<file path="config.mk">
export PLATFORM = sky130hd
export DESIGN_NAME = tilt_reminder_sequencer_flat
export DESIGN_NICKNAME = d
export VERILOG_FILES = /design/src/hw/rtl/trs_pkg.sv /design/src/hw/rtl/trs_in_if.sv /design/src/hw/rtl/trs_out_if.sv /design/src/hw/rtl/trs_cfg_regs.sv /design/src/hw/rtl/trs_step_logic.sv /design/src/hw/rtl/tilt_reminder_sequencer.sv /design/src/flat_wrapper.sv
export SDC_FILE = /design/constraint.sdc
export NUM_CORES = 1
export LEC_CHECK = 0
export ABC_AREA = 1
export BUFFER_PORTS_ARGS = -buffer_cell sky130_fd_sc_hd__buf_2
export CAP_MARGIN = 40
export CORE_MARGIN = 2
export CORE_UTILIZATION = 45
export DETAILED_ROUTE_END_ITERATION = 10
export GPL_TIMING_DRIVEN = 1
export PLACE_DENSITY = 0.64
export SYNTH_ARGS = -nofsm -noshare
export SYNTH_HDL_FRONTEND = slang
export SYNTH_SLANG_ARGS = --single-unit
</file>
<file path="constraint.sdc">
create_clock -name clk -period 3.93 [get_ports clk]
set_input_delay 0.786 -clock clk [delete_from_list [all_inputs] [get_ports clk]]
set_output_delay 0.786 -clock clk [all_outputs]
set_load 0.02 [all_outputs]
</file>
<file path="src/hw/rtl/trs_pkg.sv">
`timescale 1ns / 1ps

package trs_pkg;

	// Default widths of the sizable datapath pieces
	localparam int COUNTER_BITS_DEF = 16;
	localparam int ANGLE_BITS_DEF   = 9;

	// Configuration port geometry
	localparam int CFG_IDX_W  = 3;
	localparam int CFG_DATA_W = 16;

	// Configuration register indexes
	localparam logic [CFG_IDX_W-1:0] REG_PERIOD   = 3'd0;
	localparam logic [CFG_IDX_W-1:0] REG_DURATION = 3'd1;
	localparam logic [CFG_IDX_W-1:0] REG_ANGLE    = 3'd2;
	localparam logic [CFG_IDX_W-1:0] REG_MARGIN   = 3'd3;
	localparam logic [CFG_IDX_W-1:0] REG_SETTLE   = 3'd4;

	// Register reset values
	localparam logic [4:0] MARGIN_RST = 5'd5;
	localparam logic [7:0] SETTLE_RST = 8'd5;

	// Word function codes
	localparam logic FUNC_TICK   = 1'b0;
	localparam logic FUNC_MANUAL = 1'b1;

	typedef enum logic [2:0] {
		PH_SETTLE = 3'd0,
		PH_WAIT   = 3'd1,
		PH_REACH  = 3'd2,
		PH_HOLD   = 3'd3,
		PH_RETURN = 3'd4
	} phase_t;

	typedef enum logic [2:0] {
		PAT_OFF         = 3'd0,
		PAT_RED         = 3'd1,
		PAT_BLINK_GREEN = 3'd2,
		PAT_GREEN       = 3'd3,
		PAT_BLINK_LEDS  = 3'd4,
		PAT_MANUAL_ON   = 3'd5
	} pattern_t;

	typedef struct packed {
		logic [15:0] reminder_period_s;
		logic [15:0] hold_duration_s;
		logic [7:0]  target_angle;
		logic [4:0]  angle_margin;
		logic [7:0]  settle_seconds;
	} cfg_t;

	// Sequencer control state, counter travels beside it
	typedef struct packed {
		phase_t   phase;
		pattern_t pattern;
		logic     ovr_pend;
		logic     ovr_val;
	} ctl_t;

	// Single-bit fields of an input word
	typedef struct packed {
		logic func;
		logic present;
		logic moving;
		logic inclined;
		logic manual_on;
	} flags_t;

endpackage

</file>
<file path="src/hw/rtl/trs_in_if.sv">
`timescale 1ns / 1ps

interface trs_in_if #(
	parameter int ANGLE_BITS = 9
);
	logic                         valid;
	logic                         ready;
	logic                         func;
	logic                         occupant_present;
	logic                         chair_moving;
	logic                         chair_inclined;
	logic signed [ANGLE_BITS-1:0] seat_angle;
	logic                         manual_alarm_on;

	modport source (
		output valid, func, occupant_present, chair_moving, chair_inclined,
		       seat_angle, manual_alarm_on,
		input  ready
	);

	modport sink (
		input  valid, func, occupant_present, chair_moving, chair_inclined,
		       seat_angle, manual_alarm_on,
		output ready
	);
endinterface

</file>
<file path="src/hw/rtl/trs_out_if.sv">
`timescale 1ns / 1ps

interface trs_out_if;
	logic        valid;
	logic        ready;
	logic [2:0]  phase;
	logic [15:0] seconds_count;
	logic [2:0]  alarm_pattern;

	modport source (
		output valid, phase, seconds_count, alarm_pattern,
		input  ready
	);

	modport sink (
		input  valid, phase, seconds_count, alarm_pattern,
		output ready
	);
endinterface

</file>
<file path="src/hw/rtl/trs_cfg_regs.sv">
`timescale 1ns / 1ps

module trs_cfg_regs (
	input  logic                           clk,
	input  logic                           arst_n,
	input  logic                           cfg_we,
	input  logic [trs_pkg::CFG_IDX_W-1:0]  cfg_idx,
	input  logic [trs_pkg::CFG_DATA_W-1:0] cfg_wdata,
	output trs_pkg::cfg_t                  cfg,
	output logic                           restart
);
	import trs_pkg::*;

	cfg_t cfg_q;

	// Store the addressed register
	always_ff @(posedge clk or negedge arst_n) begin
		if (!arst_n) begin
			cfg_q.reminder_period_s <= '0;
			cfg_q.hold_duration_s   <= '0;
			cfg_q.target_angle      <= '0;
			cfg_q.angle_margin      <= MARGIN_RST;
			cfg_q.settle_seconds    <= SETTLE_RST;
		end else if (cfg_we) begin
			unique case (cfg_idx)
				REG_PERIOD:   cfg_q.reminder_period_s <= cfg_wdata;
				REG_DURATION: cfg_q.hold_duration_s   <= cfg_wdata;
				REG_ANGLE:    cfg_q.target_angle      <= cfg_wdata[7:0];
				REG_MARGIN:   cfg_q.angle_margin      <= cfg_wdata[4:0];
				REG_SETTLE:   cfg_q.settle_seconds    <= cfg_wdata[7:0];
				default:      ;
			endcase
		end
	end

	// Period, duration and angle writes restart the sequence
	assign restart = cfg_we && (cfg_idx == REG_PERIOD || cfg_idx == REG_DURATION ||
	                            cfg_idx == REG_ANGLE);
	assign cfg     = cfg_q;
endmodule

</file>
<file path="src/hw/rtl/trs_step_logic.sv">
`timescale 1ns / 1ps

module trs_step_logic #(
	parameter int COUNTER_BITS = trs_pkg::COUNTER_BITS_DEF,
	parameter int ANGLE_BITS   = trs_pkg::ANGLE_BITS_DEF
) (
	input  trs_pkg::cfg_t                cfg,
	input  trs_pkg::ctl_t                ctl,
	input  logic [COUNTER_BITS-1:0]      cnt,
	input  trs_pkg::flags_t              flags,
	input  logic signed [ANGLE_BITS-1:0] angle,
	output trs_pkg::ctl_t                ctl_nxt,
	output logic [COUNTER_BITS-1:0]      cnt_nxt
);
	import trs_pkg::*;

	// Wide enough for the sample and for target minus margin
	localparam int AW = ((ANGLE_BITS > 10) ? ANGLE_BITS : 10) + 1;
	localparam int CW = 32;

	logic signed [AW-1:0]    ang_x;
	logic signed [AW-1:0]    thr_x;
	logic                    above;
	logic                    below;
	logic [COUNTER_BITS-1:0] cnt_inc;
	logic [CW-1:0]           inc_x;
	logic                    any_zero;

	assign ang_x = AW'(angle);
	assign thr_x = $signed(AW'(cfg.target_angle)) - $signed(AW'(cfg.angle_margin));
	assign above = ang_x > thr_x;
	assign below = ang_x < thr_x;

	// Saturating increment
	assign cnt_inc = (cnt == {COUNTER_BITS{1'b1}}) ? cnt : cnt + 1'b1;
	assign inc_x   = CW'(cnt_inc);

	assign any_zero = (cfg.hold_duration_s == '0) || (cfg.reminder_period_s == '0) ||
	                  (cfg.target_angle == '0);

	// One step of the reminder sequence
	always_comb begin
		ctl_nxt = ctl;
		cnt_nxt = cnt;
		if (flags.func == FUNC_MANUAL) begin
			ctl_nxt.ovr_pend = 1'b1;
			ctl_nxt.ovr_val  = flags.manual_on;
		end else if (ctl.ovr_pend) begin
			ctl_nxt.pattern  = ctl.ovr_val ? PAT_MANUAL_ON : PAT_OFF;
			ctl_nxt.ovr_pend = 1'b0;
		end else if (!flags.present || any_zero) begin
			ctl_nxt.phase   = PH_SETTLE;
			ctl_nxt.pattern = PAT_OFF;
			cnt_nxt         = '0;
		end else begin
			unique case (ctl.phase)
				PH_SETTLE: begin
					cnt_nxt = cnt_inc;
					if (inc_x >= CW'(cfg.settle_seconds)) begin
						ctl_nxt.phase = PH_WAIT;
						cnt_nxt       = '0;
					end
				end
				PH_WAIT: begin
					cnt_nxt = cnt_inc;
					if (inc_x >= CW'(cfg.reminder_period_s)) begin
						if (!flags.moving && !flags.inclined) begin
							ctl_nxt.pattern = PAT_RED;
							ctl_nxt.phase   = PH_REACH;
							cnt_nxt         = '0;
						end else begin
							ctl_nxt.pattern = PAT_BLINK_GREEN;
						end
					end
				end
				PH_REACH: begin
					if (above) begin
						ctl_nxt.pattern = PAT_GREEN;
						ctl_nxt.phase   = PH_HOLD;
					end
				end
				PH_HOLD: begin
					if (above) begin
						cnt_nxt = cnt_inc;
						if (inc_x >= CW'(cfg.hold_duration_s)) begin
							if (ctl.pattern != PAT_BLINK_GREEN)
								ctl_nxt.pattern = PAT_BLINK_LEDS;
							ctl_nxt.phase = PH_RETURN;
						end
					end else begin
						ctl_nxt.pattern = PAT_RED;
						ctl_nxt.phase   = PH_REACH;
						cnt_nxt         = '0;
					end
				end
				PH_RETURN: begin
					cnt_nxt = cnt_inc;
					if (below) begin
						ctl_nxt.phase = PH_WAIT;
						cnt_nxt       = '0;
					end
				end
				default: ;
			endcase
		end
	end
endmodule

</file>
<file path="src/hw/rtl/tilt_reminder_sequencer.sv">
`timescale 1ns / 1ps

// Tilt reminder sequencer.
// item_in carries one word per call: a one-second tick with occupancy, motion,
// slope and seat-angle samples (func 0), or a manual alarm command (func 1).
// result_out returns exactly one word per input word: phase, the phase seconds
// counter (low 16 bits) and the alarm pattern, as they stand after that word.
// The cfg port writes a register at any edge with cfg_we high; writing the
// period, hold duration or target angle restarts the sequence at settle.
// Write configuration only while no word is in flight.
// A word accepted into the input register is stepped there and loaded into
// the result register, where it stays visible until the receiver takes it.
// Throughput: one word per cycle unless the receiver stalls; the step is a
// single pass of compare and count logic between the input and result registers.
// Reset clears the sequence to settle with the alarm off, loads the register
// defaults and empties both registers. When the receiver stalls, the result
// holds and item_in.ready drops once the input register is full.
module tilt_reminder_sequencer #(
	parameter int COUNTER_BITS = trs_pkg::COUNTER_BITS_DEF,
	parameter int ANGLE_BITS   = trs_pkg::ANGLE_BITS_DEF
) (
	input  logic                           clk,
	input  logic                           arst_n,
	input  logic                           cfg_we,
	input  logic [trs_pkg::CFG_IDX_W-1:0]  cfg_idx,
	input  logic [trs_pkg::CFG_DATA_W-1:0] cfg_wdata,
	trs_in_if.sink                         item_in,
	trs_out_if.source                      result_out
);
	import trs_pkg::*;

	cfg_t                    cfg;
	logic                    restart;

	// Input register
	logic                    v_s1;
	flags_t                  flags_s1;
	logic signed [ANGLE_BITS-1:0] angle_s1;

	// Sequencer state
	ctl_t                    ctl_q;
	logic [COUNTER_BITS-1:0] cnt_q;
	ctl_t                    ctl_nxt;
	logic [COUNTER_BITS-1:0] cnt_nxt;

	// Result register
	logic                    out_v_q;
	logic [2:0]              out_phase_q;
	logic [15:0]             out_cnt_q;
	logic [2:0]              out_pat_q;

	logic                    adv_s1;
	logic                    take_in;
	logic [COUNTER_BITS+15:0] cnt_ext;

	trs_cfg_regs u_cfg (
		.clk       (clk),
		.arst_n    (arst_n),
		.cfg_we    (cfg_we),
		.cfg_idx   (cfg_idx),
		.cfg_wdata (cfg_wdata),
		.cfg       (cfg),
		.restart   (restart)
	);

	trs_step_logic #(
		.COUNTER_BITS (COUNTER_BITS),
		.ANGLE_BITS   (ANGLE_BITS)
	) u_step (
		.cfg     (cfg),
		.ctl     (ctl_q),
		.cnt     (cnt_q),
		.flags   (flags_s1),
		.angle   (angle_s1),
		.ctl_nxt (ctl_nxt),
		.cnt_nxt (cnt_nxt)
	);

	// Step the word when the result register is free or being drained
	assign adv_s1        = v_s1 && (!out_v_q || result_out.ready);
	assign item_in.ready = !v_s1 || adv_s1;
	assign take_in       = item_in.valid && item_in.ready;

	// Hold or load the input register
	always_ff @(posedge clk or negedge arst_n) begin
		if (!arst_n) begin
			v_s1 <= 1'b0;
		end else if (item_in.ready) begin
			v_s1 <= item_in.valid;
		end
	end

	always_ff @(posedge clk) begin
		if (take_in) begin
			flags_s1.func      <= item_in.func;
			flags_s1.present   <= item_in.occupant_present;
			flags_s1.moving    <= item_in.chair_moving;
			flags_s1.inclined  <= item_in.chair_inclined;
			flags_s1.manual_on <= item_in.manual_alarm_on;
			angle_s1           <= item_in.seat_angle;
		end
	end

	// Advance the sequencer state; period, duration and angle writes restart it
	always_ff @(posedge clk or negedge arst_n) begin
		if (!arst_n) begin
			ctl_q.phase    <= PH_SETTLE;
			ctl_q.pattern  <= PAT_OFF;
			ctl_q.ovr_pend <= 1'b0;
			ctl_q.ovr_val  <= 1'b0;
			cnt_q          <= '0;
		end else if (restart) begin
			ctl_q.phase <= PH_SETTLE;
			cnt_q       <= '0;
		end else if (adv_s1) begin
			ctl_q <= ctl_nxt;
			cnt_q <= cnt_nxt;
		end
	end

	assign cnt_ext = {16'd0, cnt_nxt};

	// Load the result register, drop valid once taken
	always_ff @(posedge clk or negedge arst_n) begin
		if (!arst_n) begin
			out_v_q <= 1'b0;
		end else if (adv_s1) begin
			out_v_q <= 1'b1;
		end else if (result_out.ready) begin
			out_v_q <= 1'b0;
		end
	end

	always_ff @(posedge clk) begin
		if (adv_s1) begin
			out_phase_q <= ctl_nxt.phase;
			out_cnt_q   <= cnt_ext[15:0];
			out_pat_q   <= ctl_nxt.pattern;
		end
	end

	assign result_out.valid         = out_v_q;
	assign result_out.phase         = out_phase_q;
	assign result_out.seconds_count = out_cnt_q;
	assign result_out.alarm_pattern = out_pat_q;

	// Input stalls only behind a result the receiver refuses
	a_stall_cause: assert property (@(posedge clk) disable iff (!arst_n)
		!item_in.ready |-> (result_out.valid && !result_out.ready))
		else $error("input stalled without a blocked result");

	// A restarting write leaves the sequence at settle with a clear counter
	a_restart: assert property (@(posedge clk) disable iff (!arst_n)
		restart |=> (ctl_q.phase == PH_SETTLE && cnt_q == '0))
		else $error("configuration write did not restart sequence");

	// A pending override only comes from a stepped manual command
	a_ovr_source: assert property (@(posedge clk) disable iff (!arst_n)
		$rose(ctl_q.ovr_pend) |-> $past(adv_s1 && flags_s1.func == FUNC_MANUAL))
		else $error("override raised without manual command");

	// The result shows the state it left behind
	a_result_state: assert property (@(posedge clk) disable iff (!arst_n)
		(adv_s1 && !restart) |=> (result_out.phase == ctl_q.phase &&
		                          result_out.alarm_pattern == ctl_q.pattern))
		else $error("result does not match sequencer state");
endmodule

</file>
<file path="src/flat_wrapper.sv">
// flat-port wrapper written by rule: the top's interface ports become plain ports
module tilt_reminder_sequencer_flat import trs_pkg::*;
#(
	parameter int COUNTER_BITS = trs_pkg::COUNTER_BITS_DEF,
	parameter int ANGLE_BITS   = trs_pkg::ANGLE_BITS_DEF
)
  (clk, arst_n, cfg_we, cfg_idx, cfg_wdata, item_in_valid, item_in_func, item_in_occupant_present, item_in_chair_moving, item_in_chair_inclined, item_in_seat_angle, item_in_manual_alarm_on, item_in_ready, result_out_valid, result_out_phase, result_out_seconds_count, result_out_alarm_pattern, result_out_ready);
  trs_in_if #(.ANGLE_BITS(ANGLE_BITS)) item_in_i ();
  trs_out_if result_out_i ();
  input  logic clk;
  input  logic arst_n;
  input  logic cfg_we;
  input  logic [trs_pkg::CFG_IDX_W-1:0] cfg_idx;
  input  logic [trs_pkg::CFG_DATA_W-1:0] cfg_wdata;
  input wire logic [$bits(item_in_i.valid)-1:0] item_in_valid;
  input wire logic [$bits(item_in_i.func)-1:0] item_in_func;
  input wire logic [$bits(item_in_i.occupant_present)-1:0] item_in_occupant_present;
  input wire logic [$bits(item_in_i.chair_moving)-1:0] item_in_chair_moving;
  input wire logic [$bits(item_in_i.chair_inclined)-1:0] item_in_chair_inclined;
  input wire logic [$bits(item_in_i.seat_angle)-1:0] item_in_seat_angle;
  input wire logic [$bits(item_in_i.manual_alarm_on)-1:0] item_in_manual_alarm_on;
  output wire logic [$bits(item_in_i.ready)-1:0] item_in_ready;
  output wire logic [$bits(result_out_i.valid)-1:0] result_out_valid;
  output wire logic [$bits(result_out_i.phase)-1:0] result_out_phase;
  output wire logic [$bits(result_out_i.seconds_count)-1:0] result_out_seconds_count;
  output wire logic [$bits(result_out_i.alarm_pattern)-1:0] result_out_alarm_pattern;
  input wire logic [$bits(result_out_i.ready)-1:0] result_out_ready;
  assign item_in_i.valid = item_in_valid;
  assign item_in_i.func = item_in_func;
  assign item_in_i.occupant_present = item_in_occupant_present;
  assign item_in_i.chair_moving = item_in_chair_moving;
  assign item_in_i.chair_inclined = item_in_chair_inclined;
  assign item_in_i.seat_angle = item_in_seat_angle;
  assign item_in_i.manual_alarm_on = item_in_manual_alarm_on;
  assign item_in_ready = item_in_i.ready;
  assign result_out_valid = result_out_i.valid;
  assign result_out_phase = result_out_i.phase;
  assign result_out_seconds_count = result_out_i.seconds_count;
  assign result_out_alarm_pattern = result_out_i.alarm_pattern;
  assign result_out_i.ready = result_out_ready;
  tilt_reminder_sequencer #(.COUNTER_BITS(COUNTER_BITS), .ANGLE_BITS(ANGLE_BITS)) u_core (.clk(clk), .arst_n(arst_n), .cfg_we(cfg_we), .cfg_idx(cfg_idx), .cfg_wdata(cfg_wdata), .item_in(item_in_i), .result_out(result_out_i));
endmodule
</file>
==> results.sh <==
export IMPL_portBuffers=61
export IMPL_wl_mm=17.36
export IMPL_drive_gt1_frac=0.1606
export IMPL_cp_end_kind="flop"
export IMPL_fin_crit_sh=0.9273
export IMPL_clock_fmax_mhz=274.4
export IMPL_grtUsageMet2=0.3724
export IMPL_clk_pin_slew_ns=0.06
export IMPL_worstMarginPinSlew_ns=0.8535
export IMPL_status="completed"
export IMPL_r2r_end="u_core.result_out.seconds_count[6]$_DFFE_PP_"
export IMPL_cts_sinks=115
export IMPL_clk_latency_ns=0.42
export IMPL_yosysSeqAreaShare=0.4344
export IMPL_firstDrtPassIters=5
export IMPL_fin_cells=1226
export IMPL_n_antenna_cell=0
export IMPL_antenna_found_initial=0
export IMPL_grt_overflow_total=0
export IMPL_cts_tree="done"
export IMPL_p_sw_frac=0.3512
export IMPL_cp_cell_sequence="inv_1, ha_4, a21oi_1, o21ai_1, a21oi_1, nor2_1, nor4_2, xnor2_1, ha_1, nand2_2, nor2_1, a21oi_2, nand2_1, nand2_1, nand2_4, nand3_2, nand2_1, a21oi_4, nand2_4, nand2_1, nand2_1, nand2_1, nand2_2"
export IMPL_ys_flop_type="dfrtp_1"
export IMPL_drt_iter0_drc=523
export IMPL_die_w_um=129.2
export IMPL_reg2reg_slack_ns=0.29
export IMPL_synthTopCellsByArea="dfrtp_1 (27%), nand2_1 (16%), edfxtp_1 (15%)"
export IMPL_fin_worst_skew_ns=0.008915
export IMPL_dpl_hpwl_mm=13.05
export IMPL_worstPathArrival_ns=3.82
export IMPL_area_delta_synth_final_pct=19.98
export IMPL_grt_pass1_vias=5764
export IMPL_comb_power_share=0.282
export IMPL_crit_slowest_cell="dfstp_2"
export IMPL_netSwitchingPower_w=0.001518
export IMPL_crit_path_max_fanout=6
export IMPL_yosysMostFrequentCell="nand2_1"
export IMPL_min_period_ns=3.644
export IMPL_max_cap_viol_count=0
export IMPL_initial_core_util=0.4621
export IMPL_core_area_um2=15260
export IMPL_via_count=6143
export IMPL_synth_top_area_cell="dfrtp_1"
export IMPL_p_clk_frac=0.357
export IMPL_grt_max_degree=42
export IMPL_worst_ep_required_time_ns=4.11
export IMPL_fin_nets=1096
export IMPL_htreeDepth=4
export IMPL_worstReg2RegStart="u_core.u_cfg.cfg[10]$_DFFE_PN1P_"
export IMPL_avgSynthCellArea_um2=7.748
export IMPL_hold_viol_final=0
export IMPL_finalSetupViolations=0
export IMPL_ys_warn_count=0
export IMPL_p_int_w=0.002804
export IMPL_start_kind="flop"
export IMPL_ys_top_cells_by_count="nand2_1 (298), inv_1 (118), o21ai_0 (81), dfrtp_1 (75), ha_1 (55)"
export IMPL_path_delay_family="simple AND/OR/NAND/NOR gates"
export IMPL_yosys_register_bits=115
export IMPL_numCtsBuffers=17
export IMPL_pwr_density_cell_nw_per_um2=510.8
export IMPL_synth_top_area_frac=0.2662
export IMPL_drtAntennaViolNets=0
export IMPL_rows=45
export IMPL_grt_usage=0.2234
export IMPL_pin_count=62
export IMPL_synth_area_um2=7051
export IMPL_cp_buffers_inverters=1
export IMPL_async_flop_share=0.6870
export IMPL_ir_worst_vdd_v=0.0005043
export IMPL_hp_class="input pin to async pin"
export IMPL_die_h_um=129.2
export IMPL_grt_pass1_wl_mm=28.95
export IMPL_dieArea_um2=16680
export IMPL_p_leak_nw=4.356
export IMPL_reg2regPathDepth=23
export IMPL_cts_hold_buf=0
export IMPL_finish_utilization=0.5544
export IMPL_drv_slew=0
export IMPL_syn_nets=1004
export IMPL_critPathMostFrequentCell="nand2_1"
export IMPL_cts_buffer_depth=2
export IMPL_wl_per_cell_um=14.16
export IMPL_criticalPathCategory="flop to flop"
export IMPL_gp_congestion=0.9150
export IMPL_synthCells=910
export IMPL_dp_cells=1188
export IMPL_hold_slack_ns=0.3578
export IMPL_post_route_drc_count=0
export IMPL_slew_headroom=0.4289
export IMPL_cts_root_buf="clkbuf_16"
export IMPL_synth_distinct_cells=39
export IMPL_busiest_layer="met2"
export IMPL_seq_power_share=0.361
export IMPL_grtUsageMet1=0.2969
export IMPL_vias_per_cell=5.011
export IMPL_slowest_delay_ns=0.52
export IMPL_synth_edf_count=36
export IMPL_grt_use_met3=0.04666
final cells by class:
class,count,area [µm²]
clock buffer,18,450.4
clock inverter,14,140.1
fill,1449,6799
inverter,122,461.7
multi-input combinational,655,3520
sequential,115,3063
tap,211,264.0
timing repair buffer,90,553.0
timing repair inverter,1,7.507
flip-flops by register name, indices dropped and copies added, names as in the netlist:
name and cells:
u_core.u_cfg.cfg 53, u_core.cnt_q 16, u_core.result_out.seconds_count 16, u_core.angle_s1 9, u_core.ctl_q 8, u_core.flags_s1 5
u_core.result_out.alarm_pattern 3, u_core.result_out.phase 3, u_core.result_out.valid 1, u_core.v_s1 1
what timing repair did:
action / CTS / global route
setup endpoints to repair: 0 / 43
resized for setup: 0 / 18
setup buffers: 0 / 4
cells by family after synthesis:
group,synth area share
mux,0.001597
simple gates,0.2657
flops,0.4344
buf+inv,0.07702
compound gates,0.1047
fa+ha+maj,0.1004
xor+xnor,0.01615
cells in the final DEF, fill, tap and decap left out, types with 4 or more instances in the layout:
cell	n
clkinv_4	5
buf_4	27
nor2_1	47
a21boi_0	4
o21ai_0	78
nand3_2	4
buf_2	60
nand3_1	40
nor3_1	9
nand2_2	13
nand2_1	296
a21oi_1	45
clkbuf_16	18
dfstp_2	4
xor2_1	10
dfrtp_1	75
nand4_1	13
nand2_4	4
inv_6	5
edfxtp_1	36
nor4_1	8
ha_1	54
inv_1	118
worst max-delay path by stage:
| stage | to | cells past startpoint | start |
|---|---|---|---|
| after global routing | u_core.cnt_q[0]$_DFFE_PN0P_ | 25 | u_core.u_cfg.cfg[10]$_DFFE_PN1P_ |
| after CTS | u_core.result_out.seconds_count[5]$_DFFE_PP_ | 22 | u_core.u_cfg.cfg[10]$_DFFE_PN1P_ |
| final | u_core.result_out.seconds_count[6]$_DFFE_PP_ | 23 | u_core.u_cfg.cfg[10]$_DFFE_PN1P_ |
| after detailed placement | u_core.result_out.seconds_count[5]$_DFFE_PP_ | 22 | u_core.u_cfg.cfg[10]$_DFFE_PN1P_ |
| after global placement | u_core.result_out.seconds_count[6]$_DFFE_PP_ | 22 | u_core.u_cfg.cfg[10]$_DFFE_PN1P_ |
| after floorplan | u_core.result_out.alarm_pattern[1]$_DFFE_PP_ | 21 | u_core.u_cfg.cfg[10]$_DFFE_PN1P_ |
per-stage QoR:
stage	setup TNS [ns]	power, W	setup WS (ns)	instance area, µm²
after floorplan	0	0.002351	0.4563	7051
after global placement	0	0.002686	0.1008	7702
after detailed placement	0	0.002708	0.01459	7752
after CTS	0	0.004264	0.02490	8343
after global routing	-0.006365	0.004612	-0.006365	8459
final	0	0.004321	0.2859	8459
power by group through the flow:
stage                     registers, W  logic, W  clock network (W)
after floorplan                0.00159  0.000761                  0
after global placement         0.00158   0.00111                  0
after detailed placement       0.00158   0.00113                  0
after CTS                      0.00156   0.00114            0.00156
after global routing           0.00159   0.00140            0.00163
final                          0.00156   0.00122            0.00154
routing by layer:
| metal | up-vias | routed length, µm |
|---|---|---|
| li1 | 3150 | - |
| met5 | - | 0 |
| met4 | 0 | 226 |
| met3 | 12 | 864 |
| met1 | 2836 | 7952 |
| met2 | 145 | 8319 |
(Power assumes the default switching activity.)
